## config.mk

```make
export PLATFORM = sky130hd
export DESIGN_NAME = credential_value_redactor
export DESIGN_NICKNAME = d
export VERILOG_FILES = /design/src/sv/cvr_pkg.sv /design/src/sv/cvr_matcher.sv /design/src/sv/cvr_emitter.sv /design/src/sv/credential_value_redactor.sv
export SDC_FILE = /design/constraint.sdc
export NUM_CORES = 1
export LEC_CHECK = 0
export ABC_CLOCK_PERIOD_IN_PS = 2400
export BUFFER_PORTS_ARGS = -buffer_cell sky130_fd_sc_hd__buf_2
export CAP_MARGIN = 20
export CORE_ASPECT_RATIO = 0.75
export CORE_MARGIN = 10
export CORE_UTILIZATION = 47
export CTS_CLUSTER_DIAMETER = 100
export DETAILED_ROUTE_END_ITERATION = 8
export PLACE_DENSITY = 0.66
export REMOVE_ABC_BUFFERS = 1
export SLEW_MARGIN = 20
export SYNTH_ARGS = -nofsm -noshare
export SYNTH_HDL_FRONTEND = slang
export SYNTH_SLANG_ARGS = --single-unit
```

## constraint.sdc

```tcl
create_clock -name clock -period 2.4 [get_ports clock]
set_input_delay 0 -clock clock [delete_from_list [all_inputs] [get_ports clock]]
set_output_delay 0 -clock clock [all_outputs]
set_load 0.05 [all_outputs]
```

## src/sv/cvr_pkg.sv

```systemverilog
// Shared types, clause token table and character helpers for the credential redactor.
package cvr_pkg;

   // Token kinds of the clause pattern
   localparam logic [2:0] K_LIT = 3'd0;  // literal, case-folded
   localparam logic [2:0] K_S   = 3'd1;  // whitespace
   localparam logic [2:0] K_W   = 3'd2;  // word character
   localparam logic [2:0] K_Q   = 3'd3;  // either quote
   localparam logic [2:0] K_C   = 3'd4;  // colon or equals
   localparam logic [2:0] K_D   = 3'd5;  // dot, underscore or dash
   localparam logic [2:0] K_ACC = 3'd6;  // end of an alternative

   // Quantifiers
   localparam logic [1:0] Q_ONE  = 2'd0;
   localparam logic [1:0] Q_OPT  = 2'd1;
   localparam logic [1:0] Q_STAR = 2'd2;
   localparam logic [1:0] Q_PLUS = 2'd3;

   // Characters with a role in the value scanner and the emitter
   localparam logic [7:0] CH_SQUOTE    = 8'h27;
   localparam logic [7:0] CH_DQUOTE    = 8'h22;
   localparam logic [7:0] CH_BACKSLASH = 8'h5C;
   localparam logic [7:0] CH_MASK      = 8'h2A;

   // Mask run after an opening quote
   localparam int unsigned MASK_BEATS = 4;
   localparam int unsigned BEAT_W     = $clog2(MASK_BEATS + 1);

   // Number of token positions over all nine alternatives
   localparam int unsigned NTOK = 157;

   typedef struct packed {
      logic [2:0] kind;
      logic [7:0] ch;
      logic [1:0] quant;
   } tok_type;

   // One burst of results handed from the request stage to the emitter
   typedef struct packed {
      logic [7:0] data;
      logic       has_byte;
      logic       stars;
      logic       last;
      logic       masked;
   } burst_type;

   function automatic tok_type t_lit(input logic [7:0] c);
      t_lit = '{kind: K_LIT, ch: c, quant: Q_ONE};
   endfunction

   function automatic tok_type t_lq(input logic [7:0] c, input logic [1:0] q);
      t_lq = '{kind: K_LIT, ch: c, quant: q};
   endfunction

   function automatic tok_type t_cls(input logic [2:0] k, input logic [1:0] q);
      t_cls = '{kind: k, ch: 8'h00, quant: q};
   endfunction

   // Flattened alternatives, each closed by an end token
   localparam tok_type TOK_TABLE [NTOK] = '{
      // password\s*:\s*Q
      t_lit("p"), t_lit("a"), t_lit("s"), t_lit("s"), t_lit("w"), t_lit("o"),
      t_lit("r"), t_lit("d"), t_cls(K_S, Q_STAR), t_lit(":"), t_cls(K_S, Q_STAR),
      t_cls(K_Q, Q_ONE), t_cls(K_ACC, Q_ONE),
      // pas+word\s+to\s*Q
      t_lit("p"), t_lit("a"), t_lq("s", Q_PLUS), t_lit("w"), t_lit("o"), t_lit("r"),
      t_lit("d"), t_cls(K_S, Q_PLUS), t_lit("t"), t_lit("o"), t_cls(K_S, Q_STAR),
      t_cls(K_Q, Q_ONE), t_cls(K_ACC, Q_ONE),
      // re?pl?ac?e?\s*Q
      t_lit("r"), t_lq("e", Q_OPT), t_lit("p"), t_lq("l", Q_OPT), t_lit("a"),
      t_lq("c", Q_OPT), t_lq("e", Q_OPT), t_cls(K_S, Q_STAR), t_cls(K_Q, Q_ONE),
      t_cls(K_ACC, Q_ONE),
      // identified\s+by\s*Q
      t_lit("i"), t_lit("d"), t_lit("e"), t_lit("n"), t_lit("t"), t_lit("i"),
      t_lit("f"), t_lit("i"), t_lit("e"), t_lit("d"), t_cls(K_S, Q_PLUS),
      t_lit("b"), t_lit("y"), t_cls(K_S, Q_STAR), t_cls(K_Q, Q_ONE),
      t_cls(K_ACC, Q_ONE),
      // pas+word\s+for\s+\w+\s+to\s*Q
      t_lit("p"), t_lit("a"), t_lq("s", Q_PLUS), t_lit("w"), t_lit("o"), t_lit("r"),
      t_lit("d"), t_cls(K_S, Q_PLUS), t_lit("f"), t_lit("o"), t_lit("r"),
      t_cls(K_S, Q_PLUS), t_cls(K_W, Q_PLUS), t_cls(K_S, Q_PLUS), t_lit("t"),
      t_lit("o"), t_cls(K_S, Q_STAR), t_cls(K_Q, Q_ONE), t_cls(K_ACC, Q_ONE),
      // Q? aws, access, key joined by underscores, Q?\s*[:=]\s*Q
      t_cls(K_Q, Q_OPT), t_lit("a"), t_lit("w"), t_lit("s"), t_lit("_"),
      t_lit("a"), t_lit("c"), t_lit("c"), t_lit("e"), t_lit("s"), t_lit("s"),
      t_lit("_"), t_lit("k"), t_lit("e"), t_lit("y"), t_cls(K_Q, Q_OPT),
      t_cls(K_S, Q_STAR), t_cls(K_C, Q_ONE), t_cls(K_S, Q_STAR), t_cls(K_Q, Q_ONE),
      t_cls(K_ACC, Q_ONE),
      // Q? aws, secret, key joined by underscores, Q?\s*[:=]\s*Q
      t_cls(K_Q, Q_OPT), t_lit("a"), t_lit("w"), t_lit("s"), t_lit("_"),
      t_lit("s"), t_lit("e"), t_lit("c"), t_lit("r"), t_lit("e"), t_lit("t"),
      t_lit("_"), t_lit("k"), t_lit("e"), t_lit("y"), t_cls(K_Q, Q_OPT),
      t_cls(K_S, Q_STAR), t_cls(K_C, Q_ONE), t_cls(K_S, Q_STAR), t_cls(K_Q, Q_ONE),
      t_cls(K_ACC, Q_ONE),
      // Q?aws[._-]?access[._-]?keyQ?\s+to\s*Q
      t_cls(K_Q, Q_OPT), t_lit("a"), t_lit("w"), t_lit("s"), t_cls(K_D, Q_OPT),
      t_lit("a"), t_lit("c"), t_lit("c"), t_lit("e"), t_lit("s"), t_lit("s"),
      t_cls(K_D, Q_OPT), t_lit("k"), t_lit("e"), t_lit("y"), t_cls(K_Q, Q_OPT),
      t_cls(K_S, Q_PLUS), t_lit("t"), t_lit("o"), t_cls(K_S, Q_STAR),
      t_cls(K_Q, Q_ONE), t_cls(K_ACC, Q_ONE),
      // Q?aws[._-]?secret[._-]?keyQ?\s+to\s*Q
      t_cls(K_Q, Q_OPT), t_lit("a"), t_lit("w"), t_lit("s"), t_cls(K_D, Q_OPT),
      t_lit("s"), t_lit("e"), t_lit("c"), t_lit("r"), t_lit("e"), t_lit("t"),
      t_cls(K_D, Q_OPT), t_lit("k"), t_lit("e"), t_lit("y"), t_cls(K_Q, Q_OPT),
      t_cls(K_S, Q_PLUS), t_lit("t"), t_lit("o"), t_cls(K_S, Q_STAR),
      t_cls(K_Q, Q_ONE), t_cls(K_ACC, Q_ONE)
   };

   // Does byte c satisfy token t; folding applies to A-Z only
   function automatic logic tok_match(input tok_type t, input logic [7:0] c);
      logic [7:0] f;
      logic       r;
      f = (c >= 8'h41 && c <= 8'h5A) ? c + 8'h20 : c;
      case (t.kind)
         K_LIT: r = (f == t.ch);
         K_S:   r = (c == 8'h20) || (c >= 8'h09 && c <= 8'h0D);
         K_W:   r = (f >= 8'h61 && f <= 8'h7A) || (c >= 8'h30 && c <= 8'h39) ||
                    (c == 8'h5F);
         K_Q:   r = (c == CH_SQUOTE) || (c == CH_DQUOTE);
         K_C:   r = (c == 8'h3A) || (c == 8'h3D);
         K_D:   r = (c == 8'h2E) || (c == 8'h5F) || (c == 8'h2D);
         default: r = 1'b0;
      endcase
      return r;
   endfunction

endpackage

```

## src/sv/cvr_matcher.sv

```systemverilog
// Bit-parallel clause matcher: one active-position vector updated per byte.
module cvr_matcher
   import cvr_pkg::*;
(
   input  logic       clock,
   input  logic       reset,
   input  logic       enable,    // advance on in_byte
   input  logic       clear,     // end of message, drop all partial matches
   input  logic [7:0] in_byte,
   output logic       hit        // a clause completes on in_byte
);

   logic [NTOK-1:0] state_ff;
   logic [NTOK-1:0] state_in;

   logic [NTOK-1:0] start_mask;
   logic [NTOK-1:0] skip_mask;
   logic [NTOK-1:0] rep_mask;
   logic [NTOK-1:0] adv_mask;
   logic [NTOK-1:0] acc_mask;
   logic [NTOK-1:0] cur;
   logic [NTOK-1:0] match;
   logic [NTOK-1:0] nxt;

   // Position masks from the token table (constant after elaboration)
   always_comb begin
      for (int k = 0; k < NTOK; k++) begin
         acc_mask[k]   = (TOK_TABLE[k].kind == K_ACC);
         skip_mask[k]  = !acc_mask[k] &&
                         (TOK_TABLE[k].quant == Q_OPT || TOK_TABLE[k].quant == Q_STAR);
         rep_mask[k]   = (TOK_TABLE[k].quant == Q_STAR || TOK_TABLE[k].quant == Q_PLUS);
         adv_mask[k]   = (TOK_TABLE[k].quant != Q_STAR);
         start_mask[k] = (k == 0) ? 1'b1 : (TOK_TABLE[(k == 0) ? 0 : k - 1].kind == K_ACC);
      end
   end

   // Active positions plus a fresh start of every alternative, then skip optionals
   always_comb begin
      cur = state_ff | start_mask;
      for (int k = 1; k < NTOK; k++) begin
         cur[k] = cur[k] | (cur[k-1] & skip_mask[k-1]);
      end
   end

   // Per-position character test
   always_comb begin
      for (int k = 0; k < NTOK; k++) begin
         match[k] = cur[k] && !acc_mask[k] && tok_match(TOK_TABLE[k], in_byte);
      end
   end

   // Shift matched positions forward, keep repeating ones, then skip optionals
   always_comb begin
      nxt[0] = match[0] & rep_mask[0];
      for (int k = 1; k < NTOK; k++) begin
         nxt[k] = (match[k] & rep_mask[k]) | (match[k-1] & adv_mask[k-1]);
      end
      for (int k = 1; k < NTOK; k++) begin
         nxt[k] = nxt[k] | (nxt[k-1] & skip_mask[k-1]);
      end
   end

   assign hit = |(nxt & acc_mask);

   // Next state
   always_comb begin
      state_in = state_ff;
      if (clear || (enable && hit)) begin
         state_in = '0;
      end else if (enable) begin
         state_in = nxt;
      end
   end

   always_ff @(posedge clock) begin
      if (reset) begin
         state_ff <= '0;
      end else begin
         state_ff <= state_in;
      end
   end

endmodule

```

## src/sv/cvr_emitter.sv

```systemverilog
// Result register that plays out one burst: a byte or end marker, then optional mask run.
module cvr_emitter
   import cvr_pkg::*;
(
   input  logic       clock,
   input  logic       reset,
   input  logic       load,       // take burst this cycle
   input  burst_type  burst,
   output logic       load_ok,    // free now, or last beat leaves this cycle
   output logic       rsp_tvalid,
   input  logic       rsp_tready,
   output logic [7:0] rsp_tdata,  // [7:0] out_byte
   output logic [1:0] rsp_tuser,  // [0] out_valid, [1] any_masked
   output logic       rsp_tlast   // out_last
);

   logic              busy_ff;
   logic              busy_in;
   logic [BEAT_W-1:0] beat_ff;
   logic [BEAT_W-1:0] beat_in;
   burst_type         burst_ff;
   burst_type         burst_in;

   logic final_beat;
   logic take;

   // Current beat decode
   assign final_beat = burst_ff.stars ? (beat_ff == BEAT_W'(MASK_BEATS)) : 1'b1;
   assign take       = busy_ff && rsp_tready;
   assign load_ok    = !busy_ff || (take && final_beat);

   assign rsp_tvalid   = busy_ff;
   assign rsp_tdata    = (beat_ff == '0) ? burst_ff.data : CH_MASK;
   assign rsp_tuser[0] = (beat_ff == '0) ? burst_ff.has_byte : 1'b1;
   assign rsp_tlast    = burst_ff.last && final_beat;
   assign rsp_tuser[1] = burst_ff.masked && burst_ff.last && final_beat;

   // Beat sequencing
   always_comb begin
      busy_in  = busy_ff;
      beat_in  = beat_ff;
      burst_in = burst_ff;
      if (load) begin
         busy_in  = 1'b1;
         beat_in  = '0;
         burst_in = burst;
      end else if (take) begin
         if (final_beat) begin
            busy_in = 1'b0;
         end else begin
            beat_in = beat_ff + BEAT_W'(1);
         end
      end
   end

   always_ff @(posedge clock) begin
      if (reset) begin
         busy_ff <= 1'b0;
      end else begin
         busy_ff <= busy_in;
      end
   end

   always_ff @(posedge clock) begin
      beat_ff  <= beat_in;
      burst_ff <= burst_in;
   end

endmodule

```

## src/sv/credential_value_redactor.sv

```systemverilog
// Top level of the credential value redactor: request register, value scanner, result stage.
// Order: an accepted request is held in the request register, then loaded into the result
// register, which presents it on the response; a busy result register stalls the load.
// Throughput: one byte per cycle while the result register can take it; a byte that
// opens a value holds the result register for its quote and four asterisks; a later
// byte that produces output waits for it, swallowed value bytes keep flowing.
// Reset: synchronous, clears the matcher, value tracking and both stage valids; no sweep.
module credential_value_redactor
   import cvr_pkg::*;
(
   input  logic       clock,
   input  logic       reset,
   input  logic       req_tvalid,
   output logic       req_tready,
   input  logic [7:0] req_tdata,   // [7:0] in_byte
   input  logic       req_tlast,   // in_last
   output logic       rsp_tvalid,
   input  logic       rsp_tready,
   output logic [7:0] rsp_tdata,   // [7:0] out_byte
   output logic [1:0] rsp_tuser,   // [0] out_valid, [1] any_masked
   output logic       rsp_tlast    // out_last
);

   // Request register
   logic       req_valid_ff;
   logic       req_valid_in;
   logic [7:0] req_byte_ff;
   logic       req_last_ff;

   // Value tracking state
   logic in_value_ff,   in_value_in;
   logic escape_ff,     escape_in;
   logic dquote_ff,     dquote_in;
   logic masked_ff,     masked_in;

   logic       hit;
   logic       stars;
   logic       emit_byte;
   logic       need_load;
   logic       load_ok;
   logic       consume;
   logic [7:0] open_quote;
   burst_type  burst;

   cvr_matcher u_matcher (
      .clock   (clock),
      .reset   (reset),
      .enable  (consume && !in_value_ff),
      .clear   (consume && req_last_ff),
      .in_byte (req_byte_ff),
      .hit     (hit)
   );

   // Decide what this byte produces
   assign open_quote = dquote_ff ? CH_DQUOTE : CH_SQUOTE;
   assign stars      = !in_value_ff && hit;
   assign emit_byte  = in_value_ff ? (!escape_ff && req_byte_ff != CH_BACKSLASH &&
                                      req_byte_ff == open_quote)
                                   : 1'b1;
   assign need_load  = emit_byte || req_last_ff;
   assign consume    = req_valid_ff && (!need_load || load_ok);
   assign req_tready = !req_valid_ff || consume;

   always_comb begin
      burst.data     = emit_byte ? req_byte_ff : 8'h00;
      burst.has_byte = emit_byte;
      burst.stars    = stars;
      burst.last     = req_last_ff;
      burst.masked   = masked_ff || stars;
   end

   cvr_emitter u_emitter (
      .clock      (clock),
      .reset      (reset),
      .load       (consume && need_load),
      .burst      (burst),
      .load_ok    (load_ok),
      .rsp_tvalid (rsp_tvalid),
      .rsp_tready (rsp_tready),
      .rsp_tdata  (rsp_tdata),
      .rsp_tuser  (rsp_tuser),
      .rsp_tlast  (rsp_tlast)
   );

   // Value scanner next state
   always_comb begin
      in_value_in = in_value_ff;
      escape_in   = escape_ff;
      dquote_in   = dquote_ff;
      masked_in   = masked_ff;
      if (consume) begin
         if (in_value_ff) begin
            if (escape_ff) begin
               escape_in = 1'b0;
            end else if (req_byte_ff == CH_BACKSLASH) begin
               escape_in = 1'b1;
            end else if (req_byte_ff == open_quote) begin
               in_value_in = 1'b0;
            end
         end else if (hit) begin
            in_value_in = 1'b1;
            escape_in   = 1'b0;
            dquote_in   = (req_byte_ff == CH_DQUOTE);
            masked_in   = 1'b1;
         end
         // end of message starts the next one clean
         if (req_last_ff) begin
            in_value_in = 1'b0;
            escape_in   = 1'b0;
            dquote_in   = 1'b0;
            masked_in   = 1'b0;
         end
      end
   end

   // Request register valid
   always_comb begin
      req_valid_in = req_valid_ff;
      if (req_tvalid && req_tready) begin
         req_valid_in = 1'b1;
      end else if (consume) begin
         req_valid_in = 1'b0;
      end
   end

   always_ff @(posedge clock) begin
      if (reset) begin
         req_valid_ff <= 1'b0;
         in_value_ff  <= 1'b0;
         escape_ff    <= 1'b0;
         dquote_ff    <= 1'b0;
         masked_ff    <= 1'b0;
      end else begin
         req_valid_ff <= req_valid_in;
         in_value_ff  <= in_value_in;
         escape_ff    <= escape_in;
         dquote_ff    <= dquote_in;
         masked_ff    <= masked_in;
      end
   end

   always_ff @(posedge clock) begin
      if (req_tvalid && req_tready) begin
         req_byte_ff <= req_tdata;
         req_last_ff <= req_tlast;
      end
   end

   // A bare end marker only closes a message
   assert property (@(posedge clock) disable iff (reset)
      (rsp_tvalid && !rsp_tuser[0]) |-> rsp_tlast)
      else $error("bare end marker without last");

   // The masked flag rides on the final result only
   assert property (@(posedge clock) disable iff (reset)
      (rsp_tvalid && rsp_tuser[1]) |-> rsp_tlast)
      else $error("any_masked set on a non-final result");

   // A clause hit in mid-message enters the value
   assert property (@(posedge clock) disable iff (reset)
      (consume && stars && !req_last_ff) |=> in_value_ff)
      else $error("clause hit did not open a value");

endmodule

```

After elaboration in Yosys (flattened, before gate mapping)
Index checks and enable logic that the tools add are counted.
{"block": "totals", "ff_bits": 176}
{"block": "classes", "addsub": 2, "order_cmp": 8, "n_eq_ne": 32, "n_mux": 28, "bitwise": 59, "reduce_logical": 183}
{"cell": "$eq 8x7->1 const B", "n": 20}
{"cell": "$logic_and 1x1->1", "n": 153}
{"cell": "$eq 8x6->1 const B", "n": 8}
{"cell": "$or 1x1->1", "n": 58}
{"cell": "$mux 1", "n": 25}
{"cell": "$ge 8x7->1 const B", "n": 2}
{"cell": "$le 8x7->1 const B", "n": 2}
{"cell": "$mux 8", "n": 2}
{"cell": "$logic_or 1x1->1", "n": 13}
{"cell": "$reduce_or 9->1", "n": 1}
{"cell": "$add 8x6->8 const B", "n": 1}
{"cell": "$eq 8x6->1", "n": 1}
{"cell": "$ge 8x4->1 const B", "n": 1}
{"cell": "$ge 8x6->1 const B", "n": 1}
{"cell": "$le 8x4->1 const B", "n": 1}
{"cell": "$le 8x6->1 const B", "n": 1}
{"cell": "$ne 8x7->1 const B", "n": 1}
{"cell": "$reduce_bool 2->1", "n": 4}
{"cell": "$reduce_and 2->1", "n": 3}
{"cell": "$logic_not 1->1", "n": 5}
{"cell": "$add 3x1->3 const B", "n": 1}
{"cell": "$eq 3x3->1 const B", "n": 1}
{"cell": "$logic_not 3->1", "n": 1}
{"cell": "$mux 3", "n": 1}
{"cell": "5 further kinds", "n": 5}

Logic depth before layout (Yosys ltp)
Gate-level depths: netlist (run 1).
{"block": "logic_depth", "depth_word": 12, "mapped_depth": 10, "ltp_nobuf": 7}

Hierarchy
From an unflattened synthesis (run 1), not the netlist that was laid out.
{"block": "unflattened", "hier_cells": 609, "area_unflattened_um2": 5950.7}
{"mod": "cvr_matcher", "instances": 1, "cells_per_inst": 498, "area_per_inst_um2": 4619.4}
{"mod": "cvr_emitter", "instances": 1, "cells_per_inst": 50, "area_per_inst_um2": 670.6}
{"mod": "credential_value_redactor", "instances": 1, "cells_per_inst": 61, "area_per_inst_um2": 660.6}

Worst setup path before layout (run 1)
Ideal clock, no wire load.
{"block": "synth_path", "path_type": "reg-to-reg", "startpoint": "register req_byte_ff[6]", "endpoint": "register u_emitter.burst_ff[0] (netlist name), enable pin", "setup_ns": 0.392, "arrival_ns": 1.964, "t_required_ns": 2.008, "path_slack_ns": 0.044, "stages_incl_launch_ff": 5, "path_buffers": 1, "synth_period_minus_slack_ns": 2.356, "cell_sequence": "edfxtp_1 > buf_2 > nor4b_4 > o211ai_1 > a21oi_1"}
{"block": "synth_via", "elab_chain_len": 9, "elab_cells_between_ends": 10}
{"element": "from (decl)", "line": "credential_value_redactor.sv:27", "source": "logic [7:0] req_byte_ff;"}
{"element": "from (signal assigned)", "line": "credential_value_redactor.sv:144", "source": "req_byte_ff <= req_tdata;"}
{"element": "$ne 8x7->1", "line": "credential_value_redactor.sv:57", "source": "assign emit_byte = in_value_ff ? (!escape_ff && req_byte_ff != CH_BACKSLASH &&"}
{"element": "$logic_and 1x1->1", "line": "credential_value_redactor.sv:57"}
{"element": "$logic_and 1x1->1 *", "line": "credential_value_redactor.sv:57"}
{"element": "$mux 1 *", "line": "credential_value_redactor.sv:57"}
{"element": "$logic_or 1x1->1 *", "line": "credential_value_redactor.sv:60", "source": "assign need_load = emit_byte || req_last_ff;"}
{"element": "$logic_not 1->1", "line": "credential_value_redactor.sv:61", "source": "assign consume = req_valid_ff && (!need_load || load_ok);"}
{"element": "$logic_or 1x1->1", "line": "credential_value_redactor.sv:61"}
{"element": "$logic_and 1x1->1", "line": "credential_value_redactor.sv:61"}
{"element": "$logic_and 1x1->1 *", "line": "credential_value_redactor.sv:75", "source": ".load (consume && need_load),"}
{"element": "to (signal assigned)", "line": "cvr_emitter.sv:66", "source": "burst_ff <= burst_in;"}
{"element": "to (decl)", "line": "cvr_emitter.sv:21", "source": "burst_type burst_ff;"}
Every way passes the cells marked *; elsewhere a longest branch is shown, timed or not.
A chain may end at the register's enable or synchronous reset.

Final worst setup path (run 1)
{"block": "layout_path", "startpoint": "register req_byte_ff[6]", "endpoint": "register u_matcher.state_ff[5]"}
{"block": "layout_via", "elab_chain_len": 12, "elab_cells_between_ends": 34}
{"element": "parallel branches: the longest is 12 deep, another holds $ge 8x7->1"}
{"element": "to (signal assigned)", "line": "cvr_matcher.sv:79", "source": "state_ff <= state_in;"}
{"element": "to (decl)", "line": "cvr_matcher.sv:13", "source": "logic [NTOK-1:0] state_ff;"}
Several ways; the timed one is not identified.

==> results of run 1 <==
## state kept, by name, indices dropped and copies added, names as in the netlist
signal,flops
dquote_ff,1
escape_ff,1
in_value_ff,1
masked_ff,1
req_byte_ff,8
req_last_ff,1
req_valid_ff,1
u_emitter.beat_ff,3
u_emitter.burst_ff,12
u_emitter.rsp_tvalid,1
u_matcher.state_ff,110
## cells in the final DEF, fill, tap and decap left out, types with 6 or more instances in the layout
cell type,count
sky130_fd_sc_hd__buf_4,44
sky130_fd_sc_hd__a32oi_1,8
sky130_fd_sc_hd__dfxtp_1,118
sky130_fd_sc_hd__nand2b_1,10
sky130_fd_sc_hd__clkbuf_16,17
sky130_fd_sc_hd__nor3_1,12
sky130_fd_sc_hd__a22o_1,44
sky130_fd_sc_hd__o21ai_0,17
sky130_fd_sc_hd__edfxtp_1,21
sky130_fd_sc_hd__nand3_1,20
sky130_fd_sc_hd__nand2_1,50
sky130_fd_sc_hd__buf_2,25
sky130_fd_sc_hd__a22oi_1,21
sky130_fd_sc_hd__inv_1,14
sky130_fd_sc_hd__a31oi_1,6
sky130_fd_sc_hd__dlygate4sd3_1,11
sky130_fd_sc_hd__a21oi_1,28
sky130_fd_sc_hd__nor2_1,52
sky130_fd_sc_hd__and2_1,12
sky130_fd_sc_hd__nor2b_1,9
## tightest hold or removal path: cells and delay by family
family,cells,cell delay [ns]
AO/OA/AOI/OAI,2,0.34
buffers and inverters,2,0.15
## per-layer routing
layer | global-route usage (%) | up-vias | wire length (um) | share of wire (%)
met5 | 0 | - | 0 | 0
met4 | 6.720 | 0 | 291 | 1.9
met3 | 6.832 | 37 | 1620 | 11
met2 | 24.92 | 234 | 6303 | 42
met1 | 25.20 | 2306 | 6854 | 45
li1 | - | 2252 | - | -
## power by group through the flow
stage / clock [mW] / combinational (mW) / sequential (mW)
6_report: 2.77 / 0.444 / 2.44
5_1_grt: 2.92 / 0.477 / 2.44
4_1_cts: 2.79 / 0.418 / 2.44
3_5_place_dp: 0 / 0.403 / 2.49
3_3_place_gp: 0 / 0.395 / 2.49
2_1_floorplan: 0 / 0.226 / 2.50
## cell type report
class                      instances  area share [%]
tap                              162           2.896
clock buffer                      21           6.578
multi-input combinational        382           35.16
timing repair buffer              85           9.260
clock inverter                    10           2.288
sequential                       140           43.06
inverter                          14          0.7508
## through the flow
stage	util [%]	power, mW	setup slack [ns]	area, um2	hold slack [ns]
floorplan	-	2.724	-1.373	5477	0.06907
global placement	52.87	2.881	0.1156	6162	0.1776
detailed placement	52.87	2.892	0.07171	6162	0.1781
CTS	59.13	5.649	0.01654	6893	0.07342
global route	60.05	5.844	-0.01869	6999	0.1038
finish	60.05	5.652	0.1101	6999	0.09385
## kinds of logic after synthesis
family                     after synthesis  synth area share [%]
DFF                                    140                 53.52
xor gates and xnor gates                 4                0.6225
and+or+nand+nor                        209                 19.27
muxes                                    1                0.1778
AOI/OAI and AO/OA                      164                 21.87
buffers and inverters                   52                 3.645
adders and majority gates                4                0.8891
## repair_timing
action,4_1_cts,5_1_grt
hold buffers,11,0
resized for setup,0,13
endpoints found under the hold margin,13,0
buffers inserted,0,6
setup endpoints to repair,0,47
## worst max path at each step
| stage | endpoint | cells past startpoint |
|---|---|---|
| floorplan | u_matcher.state_ff[103] | 5 |
| global placement | u_matcher.state_ff[145] | 8 |
| detailed placement | u_matcher.state_ff[62] | 7 |
| CTS | u_matcher.state_ff[18] | 7 |
| global route | u_matcher.state_ff[5] | 9 |
| finish | u_matcher.state_ff[5] | 9 |
==> results.toml, run 1 <==
[cts]
clock_slew_seen_by_the_registers_of_the_worst_setup_and_hold_paths_ns = 0.06
clkLatencyLatePin_ns = 0.42
cts_num_sinks = 140
h-tree-depth = 4
cts-root-buf = "sky130_fd_sc_hd__clkbuf_16"
tritoncts = "yes"
numCtsBuffers = 17
cts_buffer_depth = 2

[layout]
layout_cell_share_with_drive_strength_beyond_1_pct = 18.25
multi_input_comb_area_um2 = 2461
area_growth_syn_to_layout_pct = 24.34
final-instance-count-excl-fill = 814
n_fill_cell = 996
register_area_um2 = 3014
net_count_reported_at_finish = 657
diodes = 0

[min_path]
class_of_the_most_critical_hold_timing_path = "input pin to flip-flop"
min_delay_worst_endpoint = "u_emitter.rsp_tvalid"
min-delay-start = "rsp_tready"
min_path_cells = 4

[placement]
place_inst = 765
post-dp-hpwl_um = 10410
io_buffers = 25
place_congestion = 0.9854

[setup_path]
most_frequent_cell_on_critical_path = "sky130_fd_sc_hd__buf_4"
critical_path_peak_fanout = 5
worst_r2r_endpoint = "u_matcher.state_ff[5]"
timing.critical_path.max_delay_family = "compound AO/OA/AOI/OAI gates"
worst-r2r-cell-count = 9
reg2reg_setup_slack_ns = 0.11
critPathCaptureType = "flip-flop"
worst-endpoint-required_ns = 2.76
cell_by_cell_trace_of_the_critical_path = "inv_1 -> ha_1 -> o21bai_1 -> buf_4 -> o2111a_2 -> nand2_1 -> nor4_2 -> buf_4 -> a22o_1"
critical_path.slowest_cell = "sky130_fd_sc_hd__edfxtp_1"
timing.critical_path.arrival_ns = 2.65
critical_path.startpoint = "req_byte_ff[6]"
reg2reg_from = "req_byte_ff[6]"
critical_path_class = "flip-flop to flip-flop"
critical_path_buf_inv_count = 3
timing.critical_path.from_type = "flip-flop"
crit_path_largest_cell_delay_ns = 0.45

[floorplan]
io-pin-count = 26
dieArea_um2 = 16800
placement_rows = 34
die_h_um = 114.8
core-area_um2 = 11660
starting_density_of_the_core_pct = 48.29
die_width_um = 146.4

[route]
dr.pass1.iters = 7
vias_per_cell = 5.932
detail-route-antenna-nets = 0
postRouteWirelength_um = 15070
remaining_drc_errors = 0
routed_wire_length_per_instance_um = 18.51
drt_first_iter_violations = 578
vias = 4829

[yosys]
leading_post_synthesis_cells_by_instance_count = "sky130_fd_sc_hd__dfxtp_1, sky130_fd_sc_hd__nor2_1, sky130_fd_sc_hd__nand2_1"
post-synth-top-area-cell = "sky130_fd_sc_hd__dfxtp_1"
synthesis.area_per_instance_um2 = 9.807
yosysWarnings = 0
yosys.cell_count.top_type = "sky130_fd_sc_hd__dfxtp_1"
synth.distinct_cells = 59
synth-seq-cells = 140
netlist_area_um2 = 5629
synthArstFlopShare_pct = 0
synth_enable_flop_cells = 21
netlist_top_cells_area = "sky130_fd_sc_hd__dfxtp_1, sky130_fd_sc_hd__edfxtp_1, sky130_fd_sc_hd__a22o_1"
syn_inst = 574
ys_seq_area_share_pct = 53.52
synth_top_area_share_pct = 42.32
dominantRegCellSynth = "sky130_fd_sc_hd__dfxtp_1"

[power]
power_frac_clock_pct = 49.0
p_int_mw = 4.355
swShare_pct = 22.95
max-vdd-ir-drop_mv = 0.5853
leakage_nw = 2.614
pwr-share-seq_pct = 43.2
net-switching-power_mw = 1.297
pwr-share-comb_pct = 7.9
powerDensity_nw_per_um2 = 807.5

[sta]
setup_viol = 0
finalHoldViolCount = 0
max_clock_freq_mhz = 436.7
final.setup.tns_ns = 0
finalClockSkew_ns = 0.009719
min_period_ns = 2.290
report.final.slew_viol_count = 0
worstMarginPinSlew_ns = 0.5461
slew_headroom_pct = 63.10
final.period_utilization_pct = 95.41

[global_routing]
number_of_antenna_violations_at_the_first_check_in_global_routing = 0
grt_first_pass_wirelength_um = 23920
grt_max_degree = 47
grt_pass1_vias = 4368
overflow = 0
gr-usage-all-layers_pct = 18.10

[run]
cap_viol_max_count = 0

[status]
result_of_the_run = "complete, no violations"
(Power assumes the default switching activity.)
==> run 2, diff against run 1 <==
Settings changed: CAP_MARGIN 20 to 40, HOLD_SLACK_MARGIN set to 0.12.
==> results.toml, run 2 (synthesized netlist as in run 1, its figures left out) <==
[power]
power_frac_clock_pct = 48.9
pwr-share-seq_pct = 43.2
swShare_pct = 22.88
net-switching-power_mw = 1.292
powerDensity_nw_per_um2 = 805.8
pwr-share-comb_pct = 7.9
p_int_mw = 4.356
leakage_nw = 2.619
max-vdd-ir-drop_mv = 0.5818

[global_routing]
grt_pass1_vias = 4374
grt_max_degree = 47
number_of_antenna_violations_at_the_first_check_in_global_routing = 0
gr-usage-all-layers_pct = 18.10
grt_first_pass_wirelength_um = 23920
overflow = 0

[layout]
final-instance-count-excl-fill = 815
diodes = 0
area_growth_syn_to_layout_pct = 24.52
layout_cell_share_with_drive_strength_beyond_1_pct = 18.22
net_count_reported_at_finish = 658
largest_register_ff_count = 110
mostFrequentLayoutCell = "sky130_fd_sc_hd__dfxtp_1"
final_cell_mix = "sky130_fd_sc_hd__dfxtp_1, sky130_fd_sc_hd__nor2_1, sky130_fd_sc_hd__nand2_1"
top_register_by_number_of_flip_flops = "u_matcher.state_ff"
reg_top3 = "u_matcher.state_ff x110, u_emitter.burst_ff x12, req_byte_ff x8"

[setup_path]
critical_path_class = "flip-flop to flip-flop"
critical_path_peak_fanout = 5
crit_path_largest_cell_delay_ns = 0.45
worst-endpoint-required_ns = 2.76
critical_path.slowest_cell = "sky130_fd_sc_hd__edfxtp_1"
critPathCaptureType = "flip-flop"
timing.critical_path.arrival_ns = 2.65
cell_by_cell_trace_of_the_critical_path = "inv_1 -> ha_1 -> o21bai_1 -> buf_4 -> o2111a_2 -> nand2_1 -> nor4_2 -> buf_4 -> a22o_1"
most_frequent_cell_on_critical_path = "sky130_fd_sc_hd__buf_4"
timing.critical_path.from_type = "flip-flop"

[floorplan]
die_h_um = 114.8
starting_density_of_the_core_pct = 48.29
die_width_um = 146.4
io-pin-count = 26
dieArea_um2 = 16800
placement_rows = 34
core-area_um2 = 11660

[cts]
clkLatencyLatePin_ns = 0.42
h-tree-depth = 4
clock_slew_seen_by_the_registers_of_the_worst_setup_and_hold_paths_ns = 0.06
tritoncts = "yes"
cts_num_sinks = 140
numCtsBuffers = 17
cts-root-buf = "sky130_fd_sc_hd__clkbuf_16"
cts_buffer_depth = 2

[min_path]
class_of_the_most_critical_hold_timing_path = "input pin to flip-flop"

[sta]
finalHoldViolCount = 0
setup_viol = 0
slew_headroom_pct = 64.56
worstMarginPinSlew_ns = 0.5293
min_period_ns = 2.291
finalClockSkew_ns = 0.009537
final.period_utilization_pct = 95.44
hold_ws_ns = 0.2916
report.final.slew_viol_count = 0
max_clock_freq_mhz = 436.6

[placement]
io_buffers = 25
post-dp-hpwl_um = 10410
place_inst = 765
place_congestion = 0.9854

[route]
remaining_drc_errors = 0
drt_first_iter_violations = 579
vias = 4767
vias_per_cell = 5.849
postRouteWirelength_um = 15090
routed_wire_length_per_instance_um = 18.51
dr.pass1.iters = 6
detail-route-antenna-nets = 0

[status]
result_of_the_run = "complete, no violations"

[run]
cap_viol_max_count = 0
-- run 2: changes by cell type in the layout (fill, tap and decap cells not counted), sizes merged --
| cell | change |
|---|---|
| dlygate4sd3 | +1 |
-- run 2: layout make-up --
class / instances / area (um2)
Clock buffer: 21 / 460.4
Clock inverter: 10 / 160.2
Fill cell: 995 / 4647
Inverter: 14 / 52.55
Multi-Input combinational cell: 382 / 2461
Sequential cell: 140 / 3014
Tap cell: 162 / 202.7
Timing Repair Buffer: 86 / 658.1
-- run 2: metrics by stage --
| stage | worst slack [ns] | utilization [%] | TNS [ns] | power (mW) | cell area [um2] |
|---|---|---|---|---|---|
| 2_1_floorplan | -1.373 | - | -76.80 | 2.724 | 5477 |
| 3_3_place_gp | 0.1156 | 52.87 | 0 | 2.881 | 6162 |
| 3_5_place_dp | 0.07171 | 52.87 | 0 | 2.892 | 6162 |
| 4_1_cts | 0.01654 | 59.22 | 0 | 5.651 | 6903 |
| 5_1_grt | -0.01869 | 60.13 | -0.03470 | 5.845 | 7009 |
| 6_report | 0.1094 | 60.13 | 0 | 5.648 | 7009 |
-- run 2: power by group through the flow --
stage	Clock [mW]	Combinational, mW	Sequential (mW)
after detailed placement	0	0.403	2.49
after global routing	2.92	0.479	2.44
final	2.76	0.446	2.44
after global placement	0	0.395	2.49
after floorplan	0	0.226	2.50
after CTS	2.79	0.420	2.44
-- run 2: final timing paths --
kind                           start                      end  slack (ns)  cells after the start
max reg2reg           req_byte_ff[6]    u_matcher.state_ff[5]        0.11                      9
min reg2reg  u_matcher.state_ff[119]  u_matcher.state_ff[119]        0.44                      2
min                        req_tlast              req_last_ff        0.29                      2
max                   req_byte_ff[6]    u_matcher.state_ff[5]        0.11                      9
-- run 2: repair_timing --
item | CTS | global route
setup endpoints to repair | 0 | 47
hold buffers | 12 | 0
resized for setup | 0 | 13
hold endpoints to repair | 16 | 0
buffers inserted | 0 | 6
-- run 2: critical path: cells and delay by family, from the launching register on --
family,cells,cell delay (ns)
flops,1,0.45
compound gates,3,0.62
buf+inv,3,0.47
fa+ha+maj,1,0.29
simple gates,2,0.41
-- run 2: layer usage --
metal  up-vias  part of all wire, %  track usage (%)
met5         -                    0                0
met1      2277                   46            25.20
li1       2257                    -                -
met4         0                  2.0            6.720
met2       204                   41            24.92
met3        29                   11            6.832
